--- config.mk ---
export PLATFORM = sky130hd
export DESIGN_NAME = pwm_motif_score_both_strands
export DESIGN_NICKNAME = d
export VERILOG_FILES = /design/src/pms_pkg.sv /design/src/pms_cell.sv /design/src/pms_wmem.sv /design/src/pwm_motif_score_both_strands.sv
export SDC_FILE = /design/constraint.sdc
export NUM_CORES = 2
export LEC_CHECK = 0
export BUFFER_PORTS_ARGS = -buffer_cell sky130_fd_sc_hd__clkbuf_2
export CAP_MARGIN = 20
export CORE_UTILIZATION = 47
export DETAILED_ROUTE_END_ITERATION = 8
export GPL_ROUTABILITY_DRIVEN = 0
export HOLD_SLACK_MARGIN = 0.03
export PLACE_DENSITY = 0.58
export SLEW_MARGIN = 20
export SYNTH_ARGS = -nofsm -noshare
export SYNTH_HDL_FRONTEND = slang
export SYNTH_HIERARCHICAL = 1
export SYNTH_SLANG_ARGS = --single-unit
--- constraint.sdc ---
create_clock -name clk -period 13.45 [get_ports clk]
set_input_delay 0.6725 -clock clk [delete_from_list [all_inputs] [get_ports clk]]
set_output_delay 0.6725 -clock clk [all_outputs]
set_load 0.05 [all_outputs]
--- src/pms_pkg.sv ---
// Shared types, constants and helpers for the PWM both-strand scanner.
`default_nettype none
package pms_pkg;

  localparam int MAX_MOTIF_LEN_DEF = 32;
  localparam int WEIGHT_W = 16;
  localparam int SCORE_W = 14;

  localparam logic [5:0] MOTIF_LEN_RESET = 6'd8;

  localparam logic [1:0] ACT_PUSH = 2'd0;
  localparam logic [1:0] ACT_WRITE = 2'd1;
  localparam logic [1:0] ACT_RESTART = 2'd2;

  localparam logic [7:0] FOLD_LIMIT = 8'd95;
  localparam logic [7:0] FOLD_OFFSET = 8'd32;
  localparam logic [7:0] GAP_CHAR = 8'h2D;
  localparam logic [7:0] UNKNOWN_CHAR = 8'h4E;
  localparam logic [7:0] CHAR_A = 8'h41;
  localparam logic [7:0] CHAR_T = 8'h54;
  localparam logic [7:0] CHAR_C = 8'h43;
  localparam logic [7:0] CHAR_G = 8'h47;

  localparam logic [1:0] CODE_A = 2'd0;
  localparam logic [1:0] CODE_T = 2'd1;
  localparam logic [1:0] CODE_C = 2'd2;
  localparam logic [1:0] CODE_G = 2'd3;

  localparam logic [1:0] MASK_COUNT = 2'd3;
  localparam int SCORE_LIMIT = 4096;

  typedef struct packed {
    logic [1:0] action;
    logic [7:0] base_char;
    logic [4:0] weight_position;
    logic [1:0] weight_base;
    logic signed [WEIGHT_W-1:0] weight_value;
  } pms_in_t;

  typedef struct packed {
    logic signed [SCORE_W-1:0] score;
    logic masked;
  } pms_out_t;

  typedef struct packed {
    logic push;
    logic clear;
    logic load;
    logic shift;
  } pms_cell_ctrl_t;

  typedef struct packed {
    logic ok;
    logic [1:0] code;
  } pms_code_t;

  // Fold lowercase, then map A/T/C/G to a 2-bit code.
  function automatic pms_code_t base_code(input logic [7:0] c);
    logic [7:0] f;
    pms_code_t r;
    f = (c > FOLD_LIMIT) ? c - FOLD_OFFSET : c;
    r.ok = 1'b1;
    r.code = CODE_A;
    case (f)
      CHAR_A: r.code = CODE_A;
      CHAR_T: r.code = CODE_T;
      CHAR_C: r.code = CODE_C;
      CHAR_G: r.code = CODE_G;
      default: r.ok = 1'b0;
    endcase
    return r;
  endfunction

endpackage
`default_nettype wire

--- src/pms_cell.sv ---
// One window cell: holds a base and a scan copy, both handed along the chain.
`default_nettype none
module pms_cell
  import pms_pkg::*;
(
  input  wire logic           clk,
  input  wire logic           rst,
  input  wire pms_cell_ctrl_t ctrl,
  input  wire logic [7:0]     win_in,
  input  wire logic [7:0]     scan_in,
  output logic [7:0]          win_out,
  output logic [7:0]          scan_out
);

  logic [7:0] win;
  logic [7:0] win_next;
  logic [7:0] scan;

  always_comb begin
    win_next = win;
    if (ctrl.clear) begin
      win_next = 8'd0;
    end else if (ctrl.push) begin
      win_next = win_in;
    end
  end

  always_ff @(posedge clk) begin
    if (rst) begin
      win <= 8'd0;
    end else begin
      win <= win_next;
    end
  end

  // Snapshot the updated window, then walk it toward cell 0.
  always_ff @(posedge clk) begin
    if (ctrl.load) begin
      scan <= win_next;
    end else if (ctrl.shift) begin
      scan <= scan_in;
    end
  end

  assign win_out = win;
  assign scan_out = scan;

endmodule
`default_nettype wire

--- src/pms_wmem.sv ---
// Weight table: one write port, two registered read ports.
`default_nettype none
module pms_wmem
  import pms_pkg::*;
#(
  parameter int AW = 7
) (
  input  wire logic                       clk,
  input  wire logic                       we,
  input  wire logic [AW-1:0]              waddr,
  input  wire logic signed [WEIGHT_W-1:0] wdata,
  input  wire logic [AW-1:0]              raddr_a,
  input  wire logic [AW-1:0]              raddr_b,
  output logic signed [WEIGHT_W-1:0]      rdata_a,
  output logic signed [WEIGHT_W-1:0]      rdata_b
);

  logic signed [WEIGHT_W-1:0] mem [2**AW];

  always_ff @(posedge clk) begin
    if (we) begin
      mem[waddr] <= wdata;
    end
  end

  always_ff @(posedge clk) begin
    rdata_a <= mem[raddr_a];
    rdata_b <= mem[raddr_b];
  end

endmodule
`default_nettype wire

--- src/pwm_motif_score_both_strands.sv ---
// A scoring push presents its result; others give none.
// Throughput: one item per cycle for weight writes, restarts and non-scoring pushes;
//   a scoring push holds off further input through the scan, drain, select and output
//   states, as the scan chain feeds one window position per cycle to the two-port weight
//   table and the previous result still waits on out_ready.
// Reset: rst (synchronous) clears the window, fill count, motif_len to 8 and the
//   output valid; weight entries hold garbage until written.
`default_nettype none
module pwm_motif_score_both_strands
  import pms_pkg::*;
#(
  parameter int MAX_MOTIF_LEN = MAX_MOTIF_LEN_DEF
) (
  input  wire logic       clk,
  input  wire logic       rst,
  input  wire logic       in_valid,
  output logic            in_ready,
  input  wire pms_in_t    in_data,
  output logic            out_valid,
  input  wire logic       out_ready,
  output pms_out_t        out_data,
  input  wire logic       cfg_we,
  input  wire logic [5:0] cfg_data
);

  localparam int PW = (MAX_MOTIF_LEN > 1) ? $clog2(MAX_MOTIF_LEN) : 1;
  localparam int AW = PW + 2;
  localparam int CW = $clog2(MAX_MOTIF_LEN + 1);
  localparam int SUM_W = WEIGHT_W + PW + 1;

  localparam logic [2:0] S_IDLE = 3'd0;
  localparam logic [2:0] S_SCAN = 3'd1;
  localparam logic [2:0] S_DRAIN = 3'd2;
  localparam logic [2:0] S_SEL = 3'd3;
  localparam logic [2:0] S_OUT = 3'd4;

  logic [2:0] state;
  logic [5:0] motif_len;
  logic [CW-1:0] fill;
  logic [CW-1:0] fill_next;
  logic [CW-1:0] len_eff;
  logic [PW-1:0] j;
  logic [1:0] bad;
  logic p_f;
  logic p_r;
  logic signed [SUM_W-1:0] fwd_acc;
  logic signed [SUM_W-1:0] rev_acc;
  logic signed [SUM_W-1:0] best;

  logic in_acc;
  logic push_acc;
  logic start;
  logic last;
  pms_cell_ctrl_t ctrl;
  pms_code_t cur;
  logic [7:0] cur_char;
  logic [CW-1:0] pos_f;
  logic [AW-1:0] addr_f;
  logic [AW-1:0] addr_r;
  logic signed [WEIGHT_W-1:0] rd_f;
  logic signed [WEIGHT_W-1:0] rd_r;
  logic wr_en;

  logic [7:0] win_w [MAX_MOTIF_LEN+1];
  logic [7:0] scan_w [MAX_MOTIF_LEN+1];

  // Effective motif length: 0 acts as 1, clamp to the chain length.
  always_comb begin
    if (motif_len == 6'd0) begin
      len_eff = CW'(1);
    end else if ({1'b0, motif_len} > 7'(MAX_MOTIF_LEN)) begin
      len_eff = CW'(MAX_MOTIF_LEN);
    end else begin
      len_eff = CW'(motif_len);
    end
  end

  assign in_ready = (state == S_IDLE);
  assign in_acc = in_valid && in_ready;
  assign push_acc = in_acc && (in_data.action == ACT_PUSH);
  assign fill_next = (fill < CW'(MAX_MOTIF_LEN)) ? fill + CW'(1) : fill;
  assign start = push_acc && (fill_next >= len_eff);
  assign last = (CW'(j) == len_eff - CW'(1));

  always_comb begin
    ctrl.push = push_acc;
    ctrl.clear = in_acc && (in_data.action == ACT_RESTART);
    ctrl.load = start;
    ctrl.shift = (state == S_SCAN);
  end

  assign win_w[0] = in_data.base_char;
  assign scan_w[MAX_MOTIF_LEN] = 8'd0;

  for (genvar k = 0; k < MAX_MOTIF_LEN; k++) begin : g_cell
    pms_cell u_cell (
      .clk      (clk),
      .rst      (rst),
      .ctrl     (ctrl),
      .win_in   (win_w[k]),
      .scan_in  (scan_w[k+1]),
      .win_out  (win_w[k+1]),
      .scan_out (scan_w[k])
    );
  end

  // Position j of the window (newest first) meets forward column len-1-j
  // and reverse column j with the complemented base.
  assign cur_char = scan_w[0];
  assign cur = base_code(cur_char);
  assign pos_f = len_eff - CW'(1) - CW'(j);
  assign addr_f = {pos_f[PW-1:0], cur.code};
  assign addr_r = {j, cur.code ^ 2'b01};

  assign wr_en = in_acc && (in_data.action == ACT_WRITE)
                 && ({2'b00, in_data.weight_position} < 7'(MAX_MOTIF_LEN));

  pms_wmem #(
    .AW (AW)
  ) u_wmem (
    .clk     (clk),
    .we      (wr_en),
    .waddr   ({PW'(in_data.weight_position), in_data.weight_base}),
    .wdata   (in_data.weight_value),
    .raddr_a (addr_f),
    .raddr_b (addr_r),
    .rdata_a (rd_f),
    .rdata_b (rd_r)
  );

  always_ff @(posedge clk) begin
    if (rst) begin
      motif_len <= MOTIF_LEN_RESET;
    end else if (cfg_we) begin
      motif_len <= cfg_data;
    end
  end

  always_ff @(posedge clk) begin
    if (rst) begin
      fill <= '0;
    end else if (ctrl.clear) begin
      fill <= '0;
    end else if (push_acc) begin
      fill <= fill_next;
    end
  end

  always_ff @(posedge clk) begin
    if (rst) begin
      state <= S_IDLE;
      p_f <= 1'b0;
      p_r <= 1'b0;
    end else begin
      p_f <= (state == S_SCAN) && cur.ok;
      p_r <= (state == S_SCAN) && cur.ok;
      case (state)
        S_IDLE: begin
          if (start) begin
            state <= S_SCAN;
          end
        end
        S_SCAN: begin
          if (last) begin
            state <= S_DRAIN;
          end
        end
        S_DRAIN: state <= S_SEL;
        S_SEL: state <= S_OUT;
        S_OUT: begin
          if (!out_valid || out_ready) begin
            state <= S_IDLE;
          end
        end
        default: state <= S_IDLE;
      endcase
    end
  end

  // Raise valid when a new result is loaded, drop it once the item is taken.
  always_ff @(posedge clk) begin
    if (rst) begin
      out_valid <= 1'b0;
    end else if (state == S_OUT && (!out_valid || out_ready)) begin
      out_valid <= 1'b1;
    end else if (out_valid && out_ready) begin
      out_valid <= 1'b0;
    end
  end

  // Datapath: scan index, gap and unknown-base count, strand sums, final select.
  always_ff @(posedge clk) begin
    if (start) begin
      j <= '0;
      bad <= 2'd0;
      fwd_acc <= '0;
      rev_acc <= '0;
    end else begin
      if (state == S_SCAN) begin
        j <= j + PW'(1);
        if ((cur_char == GAP_CHAR || cur_char == UNKNOWN_CHAR) && bad != MASK_COUNT) begin
          bad <= bad + 2'd1;
        end
      end
      if (p_f) begin
        fwd_acc <= fwd_acc + SUM_W'(rd_f);
      end
      if (p_r) begin
        rev_acc <= rev_acc + SUM_W'(rd_r);
      end
    end
    if (state == S_SEL) begin
      best <= (rev_acc > fwd_acc) ? rev_acc : fwd_acc;
    end
  end

  logic [SUM_W-1:0] mag;
  logic [SUM_W-1:0] q;
  logic [SUM_W-1:0] q_sat;
  logic signed [SCORE_W-1:0] score_c;

  // Truncate toward zero, then saturate the magnitude.
  always_comb begin
    mag = best[SUM_W-1] ? SUM_W'(-best) : SUM_W'(best);
    q = mag >> 8;
    q_sat = (q > SUM_W'(SCORE_LIMIT)) ? SUM_W'(SCORE_LIMIT) : q;
    score_c = best[SUM_W-1] ? -SCORE_W'(q_sat) : SCORE_W'(q_sat);
  end

  always_ff @(posedge clk) begin
    if (state == S_OUT && (!out_valid || out_ready)) begin
      out_data.masked <= (bad == MASK_COUNT);
      out_data.score <= (bad == MASK_COUNT) ? '0 : score_c;
    end
  end

endmodule
`default_nettype wire
* Word level (Yosys, flattened, before mapping)
Memory sizes are Yosys's and may differ from the RTL's. A register that Yosys moved wholly into a read port is not among the register bits. Cells that the tools add are included.
Word-level totals: bits in registers 617, latch bits 0, bits in writable memories 2048, memory bits (read-only) 0, bits of input ports 44, output and inout bits 17, logic and storage cells 279, memories 1
Memory list:
- u_wmem.mem | depth 128, bits a word 16, rd ports 2, clocked after memory_dff 2, write ports 1, line pms_wmem.sv:18 | logic signed [WEIGHT_W-1:0] mem [2**AW];
Operators by class: add/subtract/negate cells 10, multiply operators 0, divide/modulo/power cells 0, magnitude comparators 6, equal/unequal tests 18, shift operators 0, muxes and demuxes 146, bitwise gates (word level) 1, reductions and logical operators 21
Operators with widths (number):
- $mux 8 | 129
- $add 22x16->22 | 2
- $mux 22 | 2
- $eq 8x7->1 const B | 5
- $mux 14 | 2
- $gt 22x22->1 | 1
- $neg 22->22 | 1
- $mux 6 | 3
- $pmux 3 s5 | 1
- $gt 14x13->1 const B | 1
- $neg 14->14 | 1
- $logic_and 1x1->1 | 9
- $mux 3 | 3
- $eq 8x6->1 const B | 1
- $gt 8x7->1 const B | 1
- $sub 8x6->8 const B | 1
- $add 6x1->6 const B | 1
- $eq 3x2->1 const B | 2
- $eq 5x6->1 | 1
- $ge 6x6->1 | 1
- $gt 6x6->1 const B | 1
- $logic_not 6->1 | 1
- $lt 6x6->1 const B | 1
- $ne 2x2->1 const B | 3
- 21 further kinds | 28

* Longest topological paths before layout
word-level depth 7, gate-level depth with buffers 18, mapped depth without buffers 14

* Modules after synthesis
The synthesis kept the hierarchy.
By module, submodules not included:
- pms_wmem | instances 1, cells each 3941, area each 94795.9 um2
- pms_cell | instances 32, cells each 55, area each 661.9 um2
- pwm_motif_score_both_strands | instances 1, cells each 894, area each 7872.6 um2

* Worst setup path before layout
No wires, ideal clock.
kind register -> register, from register state[2], to register g_cell[0].u_cell.scan[0] (enable), arrival time 5818 ps, data required time 13137 ps, setup slack 7318 ps, cell stages (with the launch flop) 12, path buffers 4, period minus slack after synthesis 6132 ps, cell sequence dfxtp_1 > clkbuf_1 > nor3_1 > nand2_1 > or3_1 > inv_1 > nand2_1 > inv_1 > buf_2 > buf_1 > buf_6 > or2_2
RTL lines:
- start: declaration | line pwm_motif_score_both_strands.sv:37 | logic [2:0] state;
- start signal: assignment | line pwm_motif_score_both_strands.sv:151 | state <= S_IDLE;
- start signal: assignment | line pwm_motif_score_both_strands.sv:160 | state <= S_SCAN;
- start signal: assignment | line pwm_motif_score_both_strands.sv:165 | state <= S_DRAIN;
- end signal: assignment | line pms_cell.sv:39 | scan <= win_next;
- end signal: assignment | line pms_cell.sv:41 | scan <= scan_in;
- end: declaration | line pms_cell.sv:17 | logic [7:0] scan;

* Worst setup path after layout
from register g_cell[0].u_cell.scan[5], to register u_wmem.rdata_b[10], read port of u_wmem.mem
On the way: cells in the longest elaborated chain, start to end 5
Ends and longest elaborated chain:
- $sub 8x6->8 / $gt 8x7->1 (equally long branches) | line pms_pkg.sv:61 | f = (c > FOLD_LIMIT) ? c - FOLD_OFFSET : c;
- $mux 8 (*) | line pms_pkg.sv:61
- $eq 8x7->1 | line pms_pkg.sv:64 | case (f)
- $pmux 2 s3 (*) | line pms_pkg.sv:64
- $not 1->1 (no line) (*)
- via addr_r[0] | line pwm_motif_score_both_strands.sv:59 | logic [AW-1:0] addr_r;
- end: declaration | line pms_wmem.sv:15 | output logic signed [WEIGHT_W-1:0] rdata_b
Mark *: on every way through the listed nets, which the timed path passes. The rest lies on a longest branch. A chain may end at the register's enable or synchronous reset.

==> impl_metrics.toml <==
[run_status]
status = "complete, no violations"

[timing]
worst_pin_slew_ns = 1.14
fmax_mhz = 139
setup_viol = 0
setup-tns-final_ns = 0
finalMaxSlewViolations = 0
slew_headroom = 0.240
finalHoldViolCount = 0
postLayoutSetupSlackWorst_ns = 6.28
finalCriticalPeriod_ns = 7.17
fin_skew_ns = 0.0575
rsz0062_at_grt = "no"
fin_crit_sh = 0.533

[placed_design]
hpwl_mm = 210
io_buffers = 60
dp_slack_ns = 6.08

[global_route]
grt_max_degree = 142
grt_pass1_vias = 67900
grt_antenna_before_repair = 30
grt_pass1_wl_mm = 498
gr-usage-met3 = 0.0557
busiest_layer = "met2"
use_met2 = 0.417
grtUsageTotal = 0.266
use_met1 = 0.372
overflow = 0

[yosys]
avgSynthCellArea_sq_um = 18.8
synth_top_flop_cell = "edfxtp_1"
ys_seq_area_frac = 0.625
yosysUniqueCellTypes = 79
synthArstFlopShare = 0
syn_area_sq_um = 124000
synth_edf_count = 2341
ys_warn_count = 6
ys_seq_elements = 2697
synthCells = 6595

[critical_path]
rr_worst_depth = 15
cp-start-kind = "register"
crit_arrival_ns = 7.97
r2r_end = "u_wmem/rdata_b[10]"
crit_end = "u_wmem/rdata_b[10]"
worst-path-max-fanout = 43
crit_required_ns = 14.25
worstSetupPathType = "register to register"
cp-end-kind = "register"
r2r_start = "g_cell[0].u_cell/scan_out[5]"
startpoint = "g_cell[0].u_cell/scan_out[5]"
rrSetupSlack_ns = 6.28

[power_and_ir_drop]
power_density_nw_per_um2 = 179
ir_drop_mv = 0.277
p_leak_nw = 43.2

[routing]
via_count = 67000
initialDrtViolationCount = 7635
routed_wl_mm = 350
first_pass_iters = 5
vias_per_cell = 6.45
avgRoutedWirePerCell_um = 33.7
ant_nets = 0
drc = 0

[clocking]
postCtsSetupRepairBufs = 0
htreeDepth = 5
clkSinkCount = 2697
clockBufferDepth = 4
clk_pin_slew_ns = 0.06
cts_root_buffer = "clkbuf_16"
cts_resized = 0
ctsHoldBuffers = 14
tritoncts.num_buffers = 311
cts_tree = "yes"
clk_latency_ns = 0.93

[die]
die_h_um = 515
rows = 188
start_util = 0.472
core_area_sq_um = 262000
die_area_sq_um = 266000
io_pins = 61
die_w_um = 515

[run]
maxCapViolations = 0

[finish]
final_layout_size_suffix_gt1_frac = 0.322
final_nets = 6763
area_growth_pct = 10.8

[min_path]
hold_path_class = "input pin to register"
==> cells in the final DEF, fill, tap and decap left out, types with 54 or more instances in the layout <==
| master | n |
|---|---|
| clkbuf_16 | 314 |
| mux2i_1 | 287 |
| clkbuf_1 | 82 |
| mux4_2 | 1344 |
| dfxtp_1 | 350 |
| nor2_4 | 99 |
| o22ai_1 | 260 |
| nor2_1 | 358 |
| edfxtp_1 | 2341 |
| nand2_1 | 72 |
| buf_4 | 130 |
| ha_1 | 80 |
| inv_1 | 306 |
| mux2_2 | 54 |
==> layer usage <==
| layer | routed length [um] | vias up |
|---|---|---|
| met5 | 127 | - |
| met2 | 165000 | 2696 |
| met1 | 142000 | 36200 |
| li1 | - | 27400 |
| met4 | 12500 | 22 |
| met3 | 30400 | 610 |
==> logic make-up (layout without fill, tap and decap cells) <==
family / after synthesis / in the layout / synth area share
AO/OA/AOI/OAI: 448 / 448 / 0.0235
flip-flops: 2697 / 2697 / 0.625
multiplexers: 1686 / 1686 / 0.273
other: 1 / 14 / 0.0000303
buffers and inverters: 783 / 1044 / 0.0328
AND/OR/NAND/NOR: 842 / 842 / 0.0333
adder cells (fa/ha/maj): 83 / 83 / 0.00857
XOR/XNOR: 55 / 55 / 0.00400
==> state kept, by name, summed over array words and instances, names as in the netlist, 2 cells and up <==
signal,count
fill,6
out_data,15
fwd_acc,22
g_cell.u_cell/scan_out,256
best,22
bad,2
g_cell.u_cell/win_out,256
state,3
j,5
u_wmem/rdata_a,16
rev_acc,22
motif_len,6
u_wmem/rdata_b,16
u_wmem/mem,2048
==> metrics by stage <==
| stage | hold slack (ns) | total power, mW | utilization | area, sq um | std cells |
|---|---|---|---|---|---|
| finish | 0.143 | 24.6 | 0.523 | 137000 | 10400 |
| global route | 0.115 | 25.2 | 0.523 | 137000 | 10400 |
| CTS | 0.0805 | 24.7 | 0.523 | 137000 | 10400 |
| detailed placement | 0.495 | 16.7 | 0.487 | 128000 | 9824 |
| global placement | 0.478 | 16.7 | 0.487 | 128000 | 9824 |
| floorplan | 0.461 | 13.8 | - | 124000 | 6602 |
==> Yosys cell counts, types with 15 or more instances <==
cell type,count,area [sq um]
edfxtp_1,2341,70300
mux4_2,1344,30300
nor2_1,477,1790
dfxtp_1,356,7130
inv_1,310,1160
mux2i_1,287,2870
o22ai_1,260,1630
clkbuf_1,182,683
buf_6,131,1480
buf_2,109,546
ha_1,80,1000
nand2_1,75,282
mux2_2,54,608
a21oi_1,51,255
buf_1,50,188
xnor2_1,43,377
nand3_1,39,195
or2_2,38,238
nand2b_4,32,440
or2_1,32,200
nor3_1,28,140
a21o_1,26,195
o21ai_0,24,120
nor2b_1,20,125
nand4_1,16,100
and3_1,15,93.8
==> power breakdown <==
group | total [mW] | internal (mW) | switching (mW)
combinational | 6.97 | 2.91 | 4.06
clock | 7.92 | 4.62 | 3.30
sequential | 9.67 | 9.27 | 0.391
==> how the worst min path moves through the flow <==
stage                                             from                      endpoint  slack, ns  cells after the start
after floorplan                           motif_len[0]                  motif_len[0]       0.46                      2
after global placement                          bad[1]                        bad[1]       0.48                      2
after detailed placement  g_cell[31].u_cell/win_out[1]  g_cell[31].u_cell/win_out[1]       0.49                      2
after CTS                                  in_data[31]                       fill[5]       0.08                      4
after global routing                            cfg_we                  motif_len[3]       0.12                      2
final                                           cfg_we                  motif_len[3]       0.14                      2
==> area by class of cell <==
class | count | area [sq um]
fill | 20500 | 125000
sequential | 2697 | 77400
multi-input combinational | 3122 | 43300
clock buffer | 418 | 8470
tap | 3515 | 4400
timing repair buffer | 194 | 1460
inverter | 310 | 1190
clock inverter | 122 | 912
antenna | 6 | 15.0
==> critical path: stages (launching register included) <==
cell and delay [ns]:
edfxtp_1 0.36, inv_1 0.08, ha_1 0.23, nand3_1 0.11
o31a_1 0.17, o22ai_1 0.09, nand2b_1 0.18, or2_4 0.59
buf_4 0.69, buf_4 0.82, buf_4 0.83, buf_4 0.76
mux4_2 0.60, mux4_2 0.57, mux4_2 0.48, mux2_2 0.27
Note: power is estimated with default switching activity, not from simulation.
